File: config.mk
export PLATFORM = sky130hd
export DESIGN_NAME = sha256_byte_stream_hasher_core
export DESIGN_NICKNAME = d
export VERILOG_FILES = /design/src/design/sbh_pkg.sv /design/src/design/sha256_byte_stream_hasher_core.sv /design/src/design/sbh_front.sv /design/src/design/sbh_back.sv
export SDC_FILE = /design/constraint.sdc
export NUM_CORES = 2
export LEC_CHECK = 0
export ABC_AREA = 0
export BUFFER_PORTS_ARGS = -buffer_cell sky130_fd_sc_hd__buf_2
export CORE_MARGIN = 1
export CORE_UTILIZATION = 57
export DETAILED_ROUTE_END_ITERATION = 12
export HOLD_SLACK_MARGIN = 0.03
export PLACE_DENSITY_LB_ADDON = 0.05
export RECOVER_POWER = 50
export SYNTH_ARGS = -nofsm -noshare
export SYNTH_HDL_FRONTEND = slang
export SYNTH_SLANG_ARGS = --single-unit
File: constraint.sdc
create_clock -name clk -period 12.4 [get_ports clk]
set_input_delay 0.62 -clock clk [delete_from_list [all_inputs] [get_ports clk]]
set_output_delay 0.62 -clock clk [all_outputs]
set_load 0.01 [all_outputs]
File: src/design/sbh_pkg.sv
// Package for the SHA-256 byte stream hasher: transfer types, queue sizing,
// round constants, initial hash and the SHA-256 mixing functions.
// No dependencies.
package sbh_pkg;

	typedef struct packed {
		logic [7:0] data_byte;
		logic       byte_present;
		logic       message_end;
	} item_t;

	typedef struct packed {
		logic [63:0] digest_word_0;
		logic [63:0] digest_word_1;
		logic [63:0] digest_word_2;
		logic [63:0] digest_word_3;
	} digest_t;

	// head of the front queue as seen by the back end
	typedef struct packed {
		logic       avail;
		logic [7:0] data_byte;
		logic       has_byte;
		logic       is_end;
	} q_head_t;

	localparam int QDEPTH = 4;
	localparam int QAW    = $clog2(QDEPTH);

	localparam logic [7:0] PAD_MARK = 8'h80;

	localparam logic [31:0] K_TAB [0:63] = '{
		32'h428a2f98, 32'h71374491, 32'hb5c0fbcf, 32'he9b5dba5,
		32'h3956c25b, 32'h59f111f1, 32'h923f82a4, 32'hab1c5ed5,
		32'hd807aa98, 32'h12835b01, 32'h243185be, 32'h550c7dc3,
		32'h72be5d74, 32'h80deb1fe, 32'h9bdc06a7, 32'hc19bf174,
		32'he49b69c1, 32'hefbe4786, 32'h0fc19dc6, 32'h240ca1cc,
		32'h2de92c6f, 32'h4a7484aa, 32'h5cb0a9dc, 32'h76f988da,
		32'h983e5152, 32'ha831c66d, 32'hb00327c8, 32'hbf597fc7,
		32'hc6e00bf3, 32'hd5a79147, 32'h06ca6351, 32'h14292967,
		32'h27b70a85, 32'h2e1b2138, 32'h4d2c6dfc, 32'h53380d13,
		32'h650a7354, 32'h766a0abb, 32'h81c2c92e, 32'h92722c85,
		32'ha2bfe8a1, 32'ha81a664b, 32'hc24b8b70, 32'hc76c51a3,
		32'hd192e819, 32'hd6990624, 32'hf40e3585, 32'h106aa070,
		32'h19a4c116, 32'h1e376c08, 32'h2748774c, 32'h34b0bcb5,
		32'h391c0cb3, 32'h4ed8aa4a, 32'h5b9cca4f, 32'h682e6ff3,
		32'h748f82ee, 32'h78a5636f, 32'h84c87814, 32'h8cc70208,
		32'h90befffa, 32'ha4506ceb, 32'hbef9a3f7, 32'hc67178f2
	};

	localparam logic [31:0] IV_TAB [0:7] = '{
		32'h6a09e667, 32'hbb67ae85, 32'h3c6ef372, 32'ha54ff53a,
		32'h510e527f, 32'h9b05688c, 32'h1f83d9ab, 32'h5be0cd19
	};

	function automatic logic [31:0] rotr(input logic [31:0] x, input int r);
		return (x >> r) | (x << (32 - r));
	endfunction

	function automatic logic [31:0] bsig0(input logic [31:0] x);
		return rotr(x, 2) ^ rotr(x, 13) ^ rotr(x, 22);
	endfunction

	function automatic logic [31:0] bsig1(input logic [31:0] x);
		return rotr(x, 6) ^ rotr(x, 11) ^ rotr(x, 25);
	endfunction

	function automatic logic [31:0] ssig0(input logic [31:0] x);
		return rotr(x, 7) ^ rotr(x, 18) ^ (x >> 3);
	endfunction

	function automatic logic [31:0] ssig1(input logic [31:0] x);
		return rotr(x, 17) ^ rotr(x, 19) ^ (x >> 10);
	endfunction

endpackage

File: src/design/sha256_byte_stream_hasher_core.sv
// Top level of the SHA-256 byte stream hasher: front queue plus back end.
// Depends on sbh_pkg, sbh_front and sbh_back.
//
// Input channel (item_valid / item_stall / item): one message byte per
// transfer, with byte_present and message_end flags. Items with neither flag
// are taken and have no effect. Output channel (digest_valid / digest_stall /
// digest): one 256-bit digest, as four big-endian 64-bit words, for each
// transfer that carries message_end.
// The back end takes queued bytes only while idle and shifts each into its
// block register; each full 64-byte block adds a compression (64 rounds,
// one finalize). An end item adds padding and one or two compressions.
// A four-entry queue lets bytes arrive while a compression runs;
// item_stall rises when it is full.
// Reset clears the queue and loads the initial hash; the digest register
// holds its word while digest_stall is high, and a finished digest waits in
// the finalize step until that register is free.
module sha256_byte_stream_hasher_core
	import sbh_pkg::*;
(
	input  logic    clk,
	input  logic    arst_n,
	input  logic    item_valid,
	output logic    item_stall,
	input  item_t   item,
	output logic    digest_valid,
	input  logic    digest_stall,
	output digest_t digest
);

	q_head_t head;
	logic    pop;

	sbh_front u_front (
		.clk        (clk),
		.arst_n     (arst_n),
		.item_valid (item_valid),
		.item_stall (item_stall),
		.item       (item),
		.pop        (pop),
		.head       (head)
	);

	sbh_back u_back (
		.clk          (clk),
		.arst_n       (arst_n),
		.head         (head),
		.pop          (pop),
		.digest_valid (digest_valid),
		.digest_stall (digest_stall),
		.digest       (digest)
	);

endmodule

File: src/design/sbh_front.sv
// Front end: takes input transfers, drops items that carry neither a byte
// nor an end mark, and queues the rest for the back end. Uses sbh_pkg.
module sbh_front
	import sbh_pkg::*;
(
	input  logic    clk,
	input  logic    arst_n,
	input  logic    item_valid,
	output logic    item_stall,
	input  item_t   item,
	input  logic    pop,
	output q_head_t head
);

	item_t          q_mem_q [QDEPTH];
	logic [QAW-1:0] wr_ptr_q;
	logic [QAW-1:0] rd_ptr_q;
	logic [QAW:0]   count_q;
	logic           push;
	logic           do_pop;

	assign item_stall = (count_q == (QAW+1)'(QDEPTH));
	assign push       = item_valid && !item_stall && (item.byte_present || item.message_end);
	assign do_pop     = pop && (count_q != '0);

	always_ff @(posedge clk) begin
		if (push) begin
			q_mem_q[wr_ptr_q] <= item;
		end
	end

	always_ff @(posedge clk or negedge arst_n) begin
		if (!arst_n) begin
			wr_ptr_q <= '0;
			rd_ptr_q <= '0;
			count_q  <= '0;
		end else begin
			if (push) begin
				wr_ptr_q <= wr_ptr_q + 1'b1;
			end
			if (do_pop) begin
				rd_ptr_q <= rd_ptr_q + 1'b1;
			end
			if (push && !do_pop) begin
				count_q <= count_q + 1'b1;
			end else if (do_pop && !push) begin
				count_q <= count_q - 1'b1;
			end
		end
	end

	always_comb begin
		head.avail     = (count_q != '0);
		head.data_byte = q_mem_q[rd_ptr_q].data_byte;
		head.has_byte  = q_mem_q[rd_ptr_q].byte_present;
		head.is_end    = q_mem_q[rd_ptr_q].message_end;
	end

endmodule

File: src/design/sbh_back.sv
// Back end: 64-byte block shift register doubling as the message schedule,
// padding sequencer, one-round-per-cycle compression and digest register.
// Uses sbh_pkg.
module sbh_back
	import sbh_pkg::*;
(
	input  logic    clk,
	input  logic    arst_n,
	input  q_head_t head,
	output logic    pop,
	output logic    digest_valid,
	input  logic    digest_stall,
	output digest_t digest
);

	localparam logic [1:0] ST_IDLE = 2'd0;
	localparam logic [1:0] ST_COMP = 2'd1;
	localparam logic [1:0] ST_FIN  = 2'd2;
	localparam logic [1:0] ST_PAD  = 2'd3;

	logic [1:0]   state_q;
	logic [511:0] blk_q;
	logic [5:0]   fill_q;
	logic [63:0]  bitlen_q;
	logic [31:0]  hash_q [8];
	logic [31:0]  v_q [8];
	logic [5:0]   rnd_q;
	logic         end_q;
	logic         final_q;
	logic         pad_first_q;
	logic         len_ok_q;
	logic         out_valid_q;
	digest_t      out_q;

	logic [31:0]  t1, t2, w_new;
	logic [31:0]  sums [8];
	logic [63:0]  len_sh;
	logic [7:0]   pad_byte;
	logic [5:0]   fill_nx;
	logic         out_busy;

	assign pop          = (state_q == ST_IDLE) && head.avail;
	assign digest_valid = out_valid_q;
	assign digest       = out_q;
	assign out_busy     = out_valid_q && digest_stall;
	assign fill_nx      = fill_q + 6'd1;

	always_comb begin
		t1 = v_q[7] + bsig1(v_q[4]) + ((v_q[4] & v_q[5]) ^ (~v_q[4] & v_q[6]))
			+ K_TAB[rnd_q] + blk_q[511:480];
		t2 = bsig0(v_q[0]) + ((v_q[0] & v_q[1]) ^ (v_q[0] & v_q[2]) ^ (v_q[1] & v_q[2]));
		w_new = ssig1(blk_q[63:32]) + blk_q[223:192] + ssig0(blk_q[479:448])
			+ blk_q[511:480];
		for (int i = 0; i < 8; i++) begin
			sums[i] = hash_q[i] + v_q[i];
		end
		len_sh = bitlen_q << {fill_q[2:0], 3'b000};
		if (pad_first_q) begin
			pad_byte = PAD_MARK;
		end else if (len_ok_q && (fill_q >= 6'd56)) begin
			pad_byte = len_sh[63:56];
		end else begin
			pad_byte = 8'h00;
		end
	end

	always_ff @(posedge clk) begin
		unique case (state_q)
			ST_IDLE: begin
				if (head.avail && head.has_byte) begin
					blk_q <= {blk_q[503:0], head.data_byte};
				end
				if (head.avail && head.has_byte && (fill_q == 6'd63)) begin
					for (int i = 0; i < 8; i++) begin
						v_q[i] <= hash_q[i];
					end
				end
			end
			ST_COMP: begin
				blk_q  <= {blk_q[479:0], w_new};
				v_q[0] <= t1 + t2;
				v_q[1] <= v_q[0];
				v_q[2] <= v_q[1];
				v_q[3] <= v_q[2];
				v_q[4] <= v_q[3] + t1;
				v_q[5] <= v_q[4];
				v_q[6] <= v_q[5];
				v_q[7] <= v_q[6];
			end
			ST_FIN: begin
				if (final_q && !out_busy) begin
					out_q.digest_word_0 <= {sums[0], sums[1]};
					out_q.digest_word_1 <= {sums[2], sums[3]};
					out_q.digest_word_2 <= {sums[4], sums[5]};
					out_q.digest_word_3 <= {sums[6], sums[7]};
				end
			end
			ST_PAD: begin
				blk_q <= {blk_q[503:0], pad_byte};
				if (fill_q == 6'd63) begin
					for (int i = 0; i < 8; i++) begin
						v_q[i] <= hash_q[i];
					end
				end
			end
			default: begin
			end
		endcase
	end

	always_ff @(posedge clk or negedge arst_n) begin
		if (!arst_n) begin
			state_q     <= ST_IDLE;
			fill_q      <= '0;
			bitlen_q    <= '0;
			rnd_q       <= '0;
			end_q       <= 1'b0;
			final_q     <= 1'b0;
			pad_first_q <= 1'b0;
			len_ok_q    <= 1'b0;
			out_valid_q <= 1'b0;
			for (int i = 0; i < 8; i++) begin
				hash_q[i] <= IV_TAB[i];
			end
		end else begin
			if ((state_q == ST_FIN) && final_q && !out_busy) begin
				out_valid_q <= 1'b1;
			end else if (out_valid_q && !digest_stall) begin
				out_valid_q <= 1'b0;
			end
			unique case (state_q)
				ST_IDLE: begin
					if (head.avail) begin
						if (head.has_byte) begin
							fill_q   <= fill_nx;
							bitlen_q <= bitlen_q + 64'd8;
							if (fill_q == 6'd63) begin
								state_q     <= ST_COMP;
								rnd_q       <= '0;
								final_q     <= 1'b0;
								end_q       <= head.is_end;
								pad_first_q <= 1'b1;
							end else if (head.is_end) begin
								state_q     <= ST_PAD;
								pad_first_q <= 1'b1;
								len_ok_q    <= (fill_nx < 6'd56);
							end
						end else if (head.is_end) begin
							state_q     <= ST_PAD;
							pad_first_q <= 1'b1;
							len_ok_q    <= (fill_q < 6'd56);
						end
					end
				end
				ST_COMP: begin
					rnd_q <= rnd_q + 6'd1;
					if (rnd_q == 6'd63) begin
						state_q <= ST_FIN;
					end
				end
				ST_FIN: begin
					if (final_q) begin
						if (!out_busy) begin
							bitlen_q    <= '0;
							state_q     <= ST_IDLE;
							for (int i = 0; i < 8; i++) begin
								hash_q[i] <= IV_TAB[i];
							end
						end
					end else begin
						for (int i = 0; i < 8; i++) begin
							hash_q[i] <= sums[i];
						end
						if (end_q) begin
							end_q    <= 1'b0;
							len_ok_q <= 1'b1;
							state_q  <= ST_PAD;
						end else begin
							state_q <= ST_IDLE;
						end
					end
				end
				ST_PAD: begin
					fill_q      <= fill_nx;
					pad_first_q <= 1'b0;
					if (fill_q == 6'd63) begin
						state_q <= ST_COMP;
						rnd_q   <= '0;
						final_q <= len_ok_q;
						end_q   <= !len_ok_q;
					end
				end
				default: begin
					state_q <= ST_IDLE;
				end
			endcase
		end
	end

endmodule

# After elaboration in Yosys (flattened, before gate mapping)
# Memories as Yosys holds them, arrays and structs flattened.
# Cells that the tools add are included.
[op_classes]
reduce_logical = 40
n_eq_ne = 20
add_sub_neg = 25
mux = 84
order_cmp = 4
n_bitwise = 44
shifts = 1
[ops]
columns = ["op", "n"]
rows = [
  ["one-hot mux 512 bit (3 select lines)", 1],
  ["adder 32 bit", 18],
  ["2-to-1 mux 32 bit", 18],
  ["2-to-1 mux 256 bit", 2],
  ["2-to-1 mux 512 bit", 1],
  ["XOR 32 bit", 9],
  ["2-to-1 mux 64 bit", 4],
  ["bitwise AND 32 bit", 5],
  ["one-hot mux 64 bit (2 select lines)", 1],
  ["adder 64 x 4 -> 64 bit (second input constant)", 1],
  ["<< shifter 64 x 6 -> 64 bit", 1],
  ["2-to-1 mux 1 bit", 32],
  ["NOT 32 bit", 1],
  ["OR 10 x 32 -> 32 bit", 1],
  ["OR 13 x 32 -> 32 bit", 1],
  ["OR 14 x 32 -> 32 bit", 1],
  ["OR 15 x 32 -> 32 bit", 1],
  ["OR 19 x 32 -> 32 bit", 1],
  ["OR 21 x 32 -> 32 bit", 1],
  ["OR 25 x 32 -> 32 bit", 1],
  ["OR 26 x 32 -> 32 bit", 1],
  ["OR 30 x 32 -> 32 bit", 1],
  ["OR 7 x 32 -> 32 bit", 1],
  ["XOR 32 x 22 -> 32 bit", 1],
  ["other kinds (37)", 113],
]
[word_totals]
inputBits = 14
elab_cells = 246
ram_bits = 296
rom_bits = 2048
n_memories = 3
register_bits = 1114
output_inout_bits = 258
[mem_list]
columns = ["memory", "depth", "word_bits", "read_ports", "rd_clocked_by_memory_dff", "wr", "line_no", "text"]
rows = [
  ["(name not given)", 64, 32, 1, 0, 0, "sbh_back.sv:50", "+ K_TAB[rnd_q] + blk_q[511:480];"],
  ["u_back.v_q", 8, 32, 8, 0, 8, "sbh_back.sv:26", "logic [31:0] v_q [8];"],
  ["u_front.q_mem_q", 4, 10, 1, 0, 1, "sbh_front.sv:15", "item_t q_mem_q [QDEPTH];"],
]

# Logic depth before layout (Yosys ltp)
[depth]
ltp_word = 10
ltp_mapped = 42
depth_no_buf = 40

# Modules after synthesis
# A second synthesis with hierarchy kept.
[unflattened]
cells_unflattened = 8163
hier_area_um2 = 83535.1
[modules_own_cells]
columns = ["mod", "n_inst", "area_per_inst_um2", "seq_area_each_um2", "cells_each"]
rows = [
  ["sbh_back", 1, 81658.3, 39327.7, 8076],
  ["sbh_front", 1, 1876.8, 1376.3, 87],
]

# Worst setup path after synthesis
# Ideal clock, no wire load.
[synth_path]
kind = "register to register"
start = "reg u_front.rd_ptr_q[0]"
end = "mem u_back.v_q[0][0], enable pin"
path_buffers = 0
t_required_ns = 11.866
t_arrival_ns = 11.176
path_stages_with_launch = 5
period_less_slack_ns = 11.710
slack_ns = 0.690
setup_ns = 0.534
path_cell_list = "dfrtp_1 -> mux4_2 -> and3_1 -> or2_2 -> o21a_1"
[synth_rtl]
columns = ["item", "line_no", "text"]
rows = [
  ["start, declared", "sbh_front.sv:17", "logic [QAW-1:0] rd_ptr_q;"],
  ["start signal, assigned", "sbh_front.sv:42", "rd_ptr_q <= rd_ptr_q + 1'b1;"],
  ["end, declared", "sbh_back.sv:26", ""],
]

==> results.cfg <==
[synth]
synth.ff_latch_count = 1407
syn_area_sq_mm = 0.0829
yosysTopAreaCell = edfxtp_1
synth-async-reset-ratio_pct = 24.4
synth-edff-count = 1064
synth_area_leaders = edfxtp_1 (39%), nand2_1 (9.7%), dfrtp_1 (6.3%)
synth_area_per_cell_sq_um = 10.3
yosysTopAreaCellShare_pct = 38.6
synthFlopType = edfxtp_1
synth_cell_types = 102
synth_cells = 8043
ys_warn_count = 0
synth.yosys.seq_area_share_pct = 49.1
synth.most_common_cell = nand2_1
syn_nets = 8656
netlist_top_cells_count = nand2_1 (2149), edfxtp_1 (1064), xnor2_1 (470)

[sta]
max_freq_mhz = 93.3
period_minus_slack_ns = 10.72
drv_slew = 1417
fin_worst_skew_ns = 0.0416
setup_tns_ns = 0
finalHoldViolCount = 0
setup_viol = 0
maxSlewHeadroom_pct = -362
rsz0062_at_grt = no
whs_ns = 0.0780
finalCritPeriodShare_pct = 86.4
timing_worst_slew_pin_value_ns = 6.94

[route]
via_count = 62300
viasPerCell = 6.14
dr.pass1.iters = 10
drt-initial-drc-count = 7081
ant_nets = 0
drc = 20
wirelength_um = 257000
drt-wirelength-per-cell_um = 25.3

[global_route]
grt_pass1_vias = 58300
grt_max_degree = 237
antenna_found_initial = 6
grt-ovfl-total = 0
grt_pass1_wl_um = 379000
grt_usage_pct = 34.6

[flow_run]
drv_cap = 24

[layout]
area_delta_synth_final_pct = 9.30
num_antenna_cells = 0
fin_nets = 8728
drive_above_1_share_pct = 6.96

[critical_path]
path_common_cell = fa_1
cp_max_fo = 17
critPathCaptureType = flip-flop
max_stage_delay_ns = 0.77
arrival_ns = 11.12
worstSetupPathType = flip-flop to flip-flop
crit_start = u_back.rnd_q[1]$_DFFE_PN0P_
start_kind = flip-flop
slowest_stage = ha_1
worstPathRequired_ns = 12.81
crit-reg2reg-launch = u_back.rnd_q[1]$_DFFE_PN0P_

[cts]
clk_pin_slew_ns = 0.06
post-cts-setup-buffers = 0
cts-resized-gates = 0
cts_buffers = 154
cts_hold_buf = 10
cts_max_path_buffers = 3
h-tree-depth = 4
worstSkewPairLatency_ns = 0.80
cts_tree = yes
cts_root_buffer = clkbuf_16
cts.sink_count = 1407

[placed_design]
post-dp-hpwl_um = 189000
routabilityCongestion = 1.03
port_buffers = 271

[status]
violations = DRC, capacitance limit, slew limit
outcome = finished with violations

[worst_hold_path]
hp-start = digest_stall
hold_path_class = input pin to flip-flop

[power]
power_density_mw_per_mm2 = 110
ir_worst_vdd_uv = 141
p_leak_nw = 37.8

[die]
io_pins = 272
die_area_sq_mm = 0.147
fp.dieH_um = 383
core_sq_mm = 0.144
die_x_um = 383
start_util_pct = 57.6
num_rows = 139
[layout by cell type, fill, tap and decap left out, types with 27 or more instances in the layout]
cell,count
a21o_1,179
xnor2_1,470
ha_1,403
nand4_1,40
mux4_2,27
nand2_1,2148
o21a_1,66
dfrtp_1,205
a22o_1,114
fa_1,196
a31oi_1,59
mux2i_1,36
clkbuf_16,157
xor2_1,201
or3_1,40
o211ai_1,29
o22a_1,128
edfxtp_1,1064
and3_1,33
inv_1,305
buf_4,34
nor3_1,54
a211oi_1,41
nand2b_1,60
nand3_1,84
o21bai_1,52
clkinv_2,32
mux2_2,71
nor2_1,291
clkbuf_1,313
a21oi_1,351
o21ai_0,345
nor2b_1,46
dfstp_2,131
[sequential cells by signal (all words and copies together) (netlist names), 2 cells and up]
register / count
u_front.wr_ptr_q: 2
u_back.fill_q: 6
u_back.digest: 256
u_back.v_q: 256
u_back.hash_q: 256
u_back.state_q: 2
u_front.count_q: 3
u_front.q_mem_q: 40
u_back.blk_q: 512
u_back.rnd_q: 6
u_front.rd_ptr_q: 2
u_back.bitlen_q: 61
[layout make-up]
class / count / area, sq um
fill: 11800 / 53400
sequential: 1407 / 40700
multi-input combinational: 5899 / 39400
clock buffer: 188 / 4140
tap: 1903 / 2380
timing repair buffer: 344 / 1600
clock inverter: 97 / 1220
inverter: 309 / 1160
[per-stage QoR]
step	cell area (sq um)	utilization [%]	instances	setup WS, ns	power (W)
after floorplan	82900	-	8043	0.690	0.00520
after global placement	85700	59.5	9852	2.18	0.00524
after detailed placement	85700	59.5	9852	2.03	0.00525
after CTS	91100	63.3	10100	1.99	0.0101
after global routing	90600	62.9	10100	1.13	0.0102
final	90600	62.9	10100	1.68	0.0100
[final timing paths]
kind	slack, ns	cells past startpoint	endpoint
min in group asynchronous	2.02	2	u_back.hash_q[106]$_DFFE_PN0P_
max in group asynchronous	3.75	4	u_back.rnd_q[4]$_DFFE_PN0P_
max reg2reg	1.68	38	u_back.v_q[0][30]$_DFFE_PP_
min reg2reg	0.51	1	u_front.count_q[2]$_DFFE_PN0P_
max	1.68	38	u_back.v_q[0][30]$_DFFE_PP_
min	0.08	3	u_back.digest_valid$_DFFE_PN0P_
[where the power goes]
part | internal (W) | leakage [nW] | switching, W | total [W]
Clock | 0.00282 | 2.58 | 0.00203 | 0.00485
Sequential | 0.00505 | 14.1 | 0.0000130 | 0.00506
Combinational | 0.0000265 | 21.0 | 0.0000607 | 0.0000873
[logic make-up (layout without fill, tap and decap cells)]
| logic type | Yosys count | count (layout) | share of synthesized area [%] |
|---|---|---|---|
| AOI/OAI and AO/OA | 1589 | 1589 | 13.0 |
| xor gates and xnor gates | 671 | 671 | 7.09 |
| adders and majority gates | 621 | 621 | 11.1 |
| DFF | 1407 | 1407 | 49.1 |
| muxes | 134 | 134 | 2.13 |
| and+or+nand+nor | 2884 | 2884 | 14.3 |
| buffers and inverters | 737 | 938 | 3.34 |
[worst max-delay path, delay by kind of cell (launching register included)]
kind            cells  cell delay (ns)
simple gates        8             1.43
xor+xnor            2             0.47
buf+inv             3             0.30
compound gates     17             3.79
fa+ha+maj           8             3.66
flops               1             0.64
[routing by layer]
metal / part of all wire (%) / vias up / global-route usage [%] / wire [um]
met1: 44 / 30900 / 51.9 / 114000
met2: 43 / 2786 / 50.0 / 110000
li1: - / 28200 / - / -
met3: 9.1 / 431 / 6.91 / 23400
met4: 3.7 / 4 / 11.9 / 9630
met5: 0.0089 / - / 0 / 23
No activity file was read; power rests on OpenSTA's default activity.
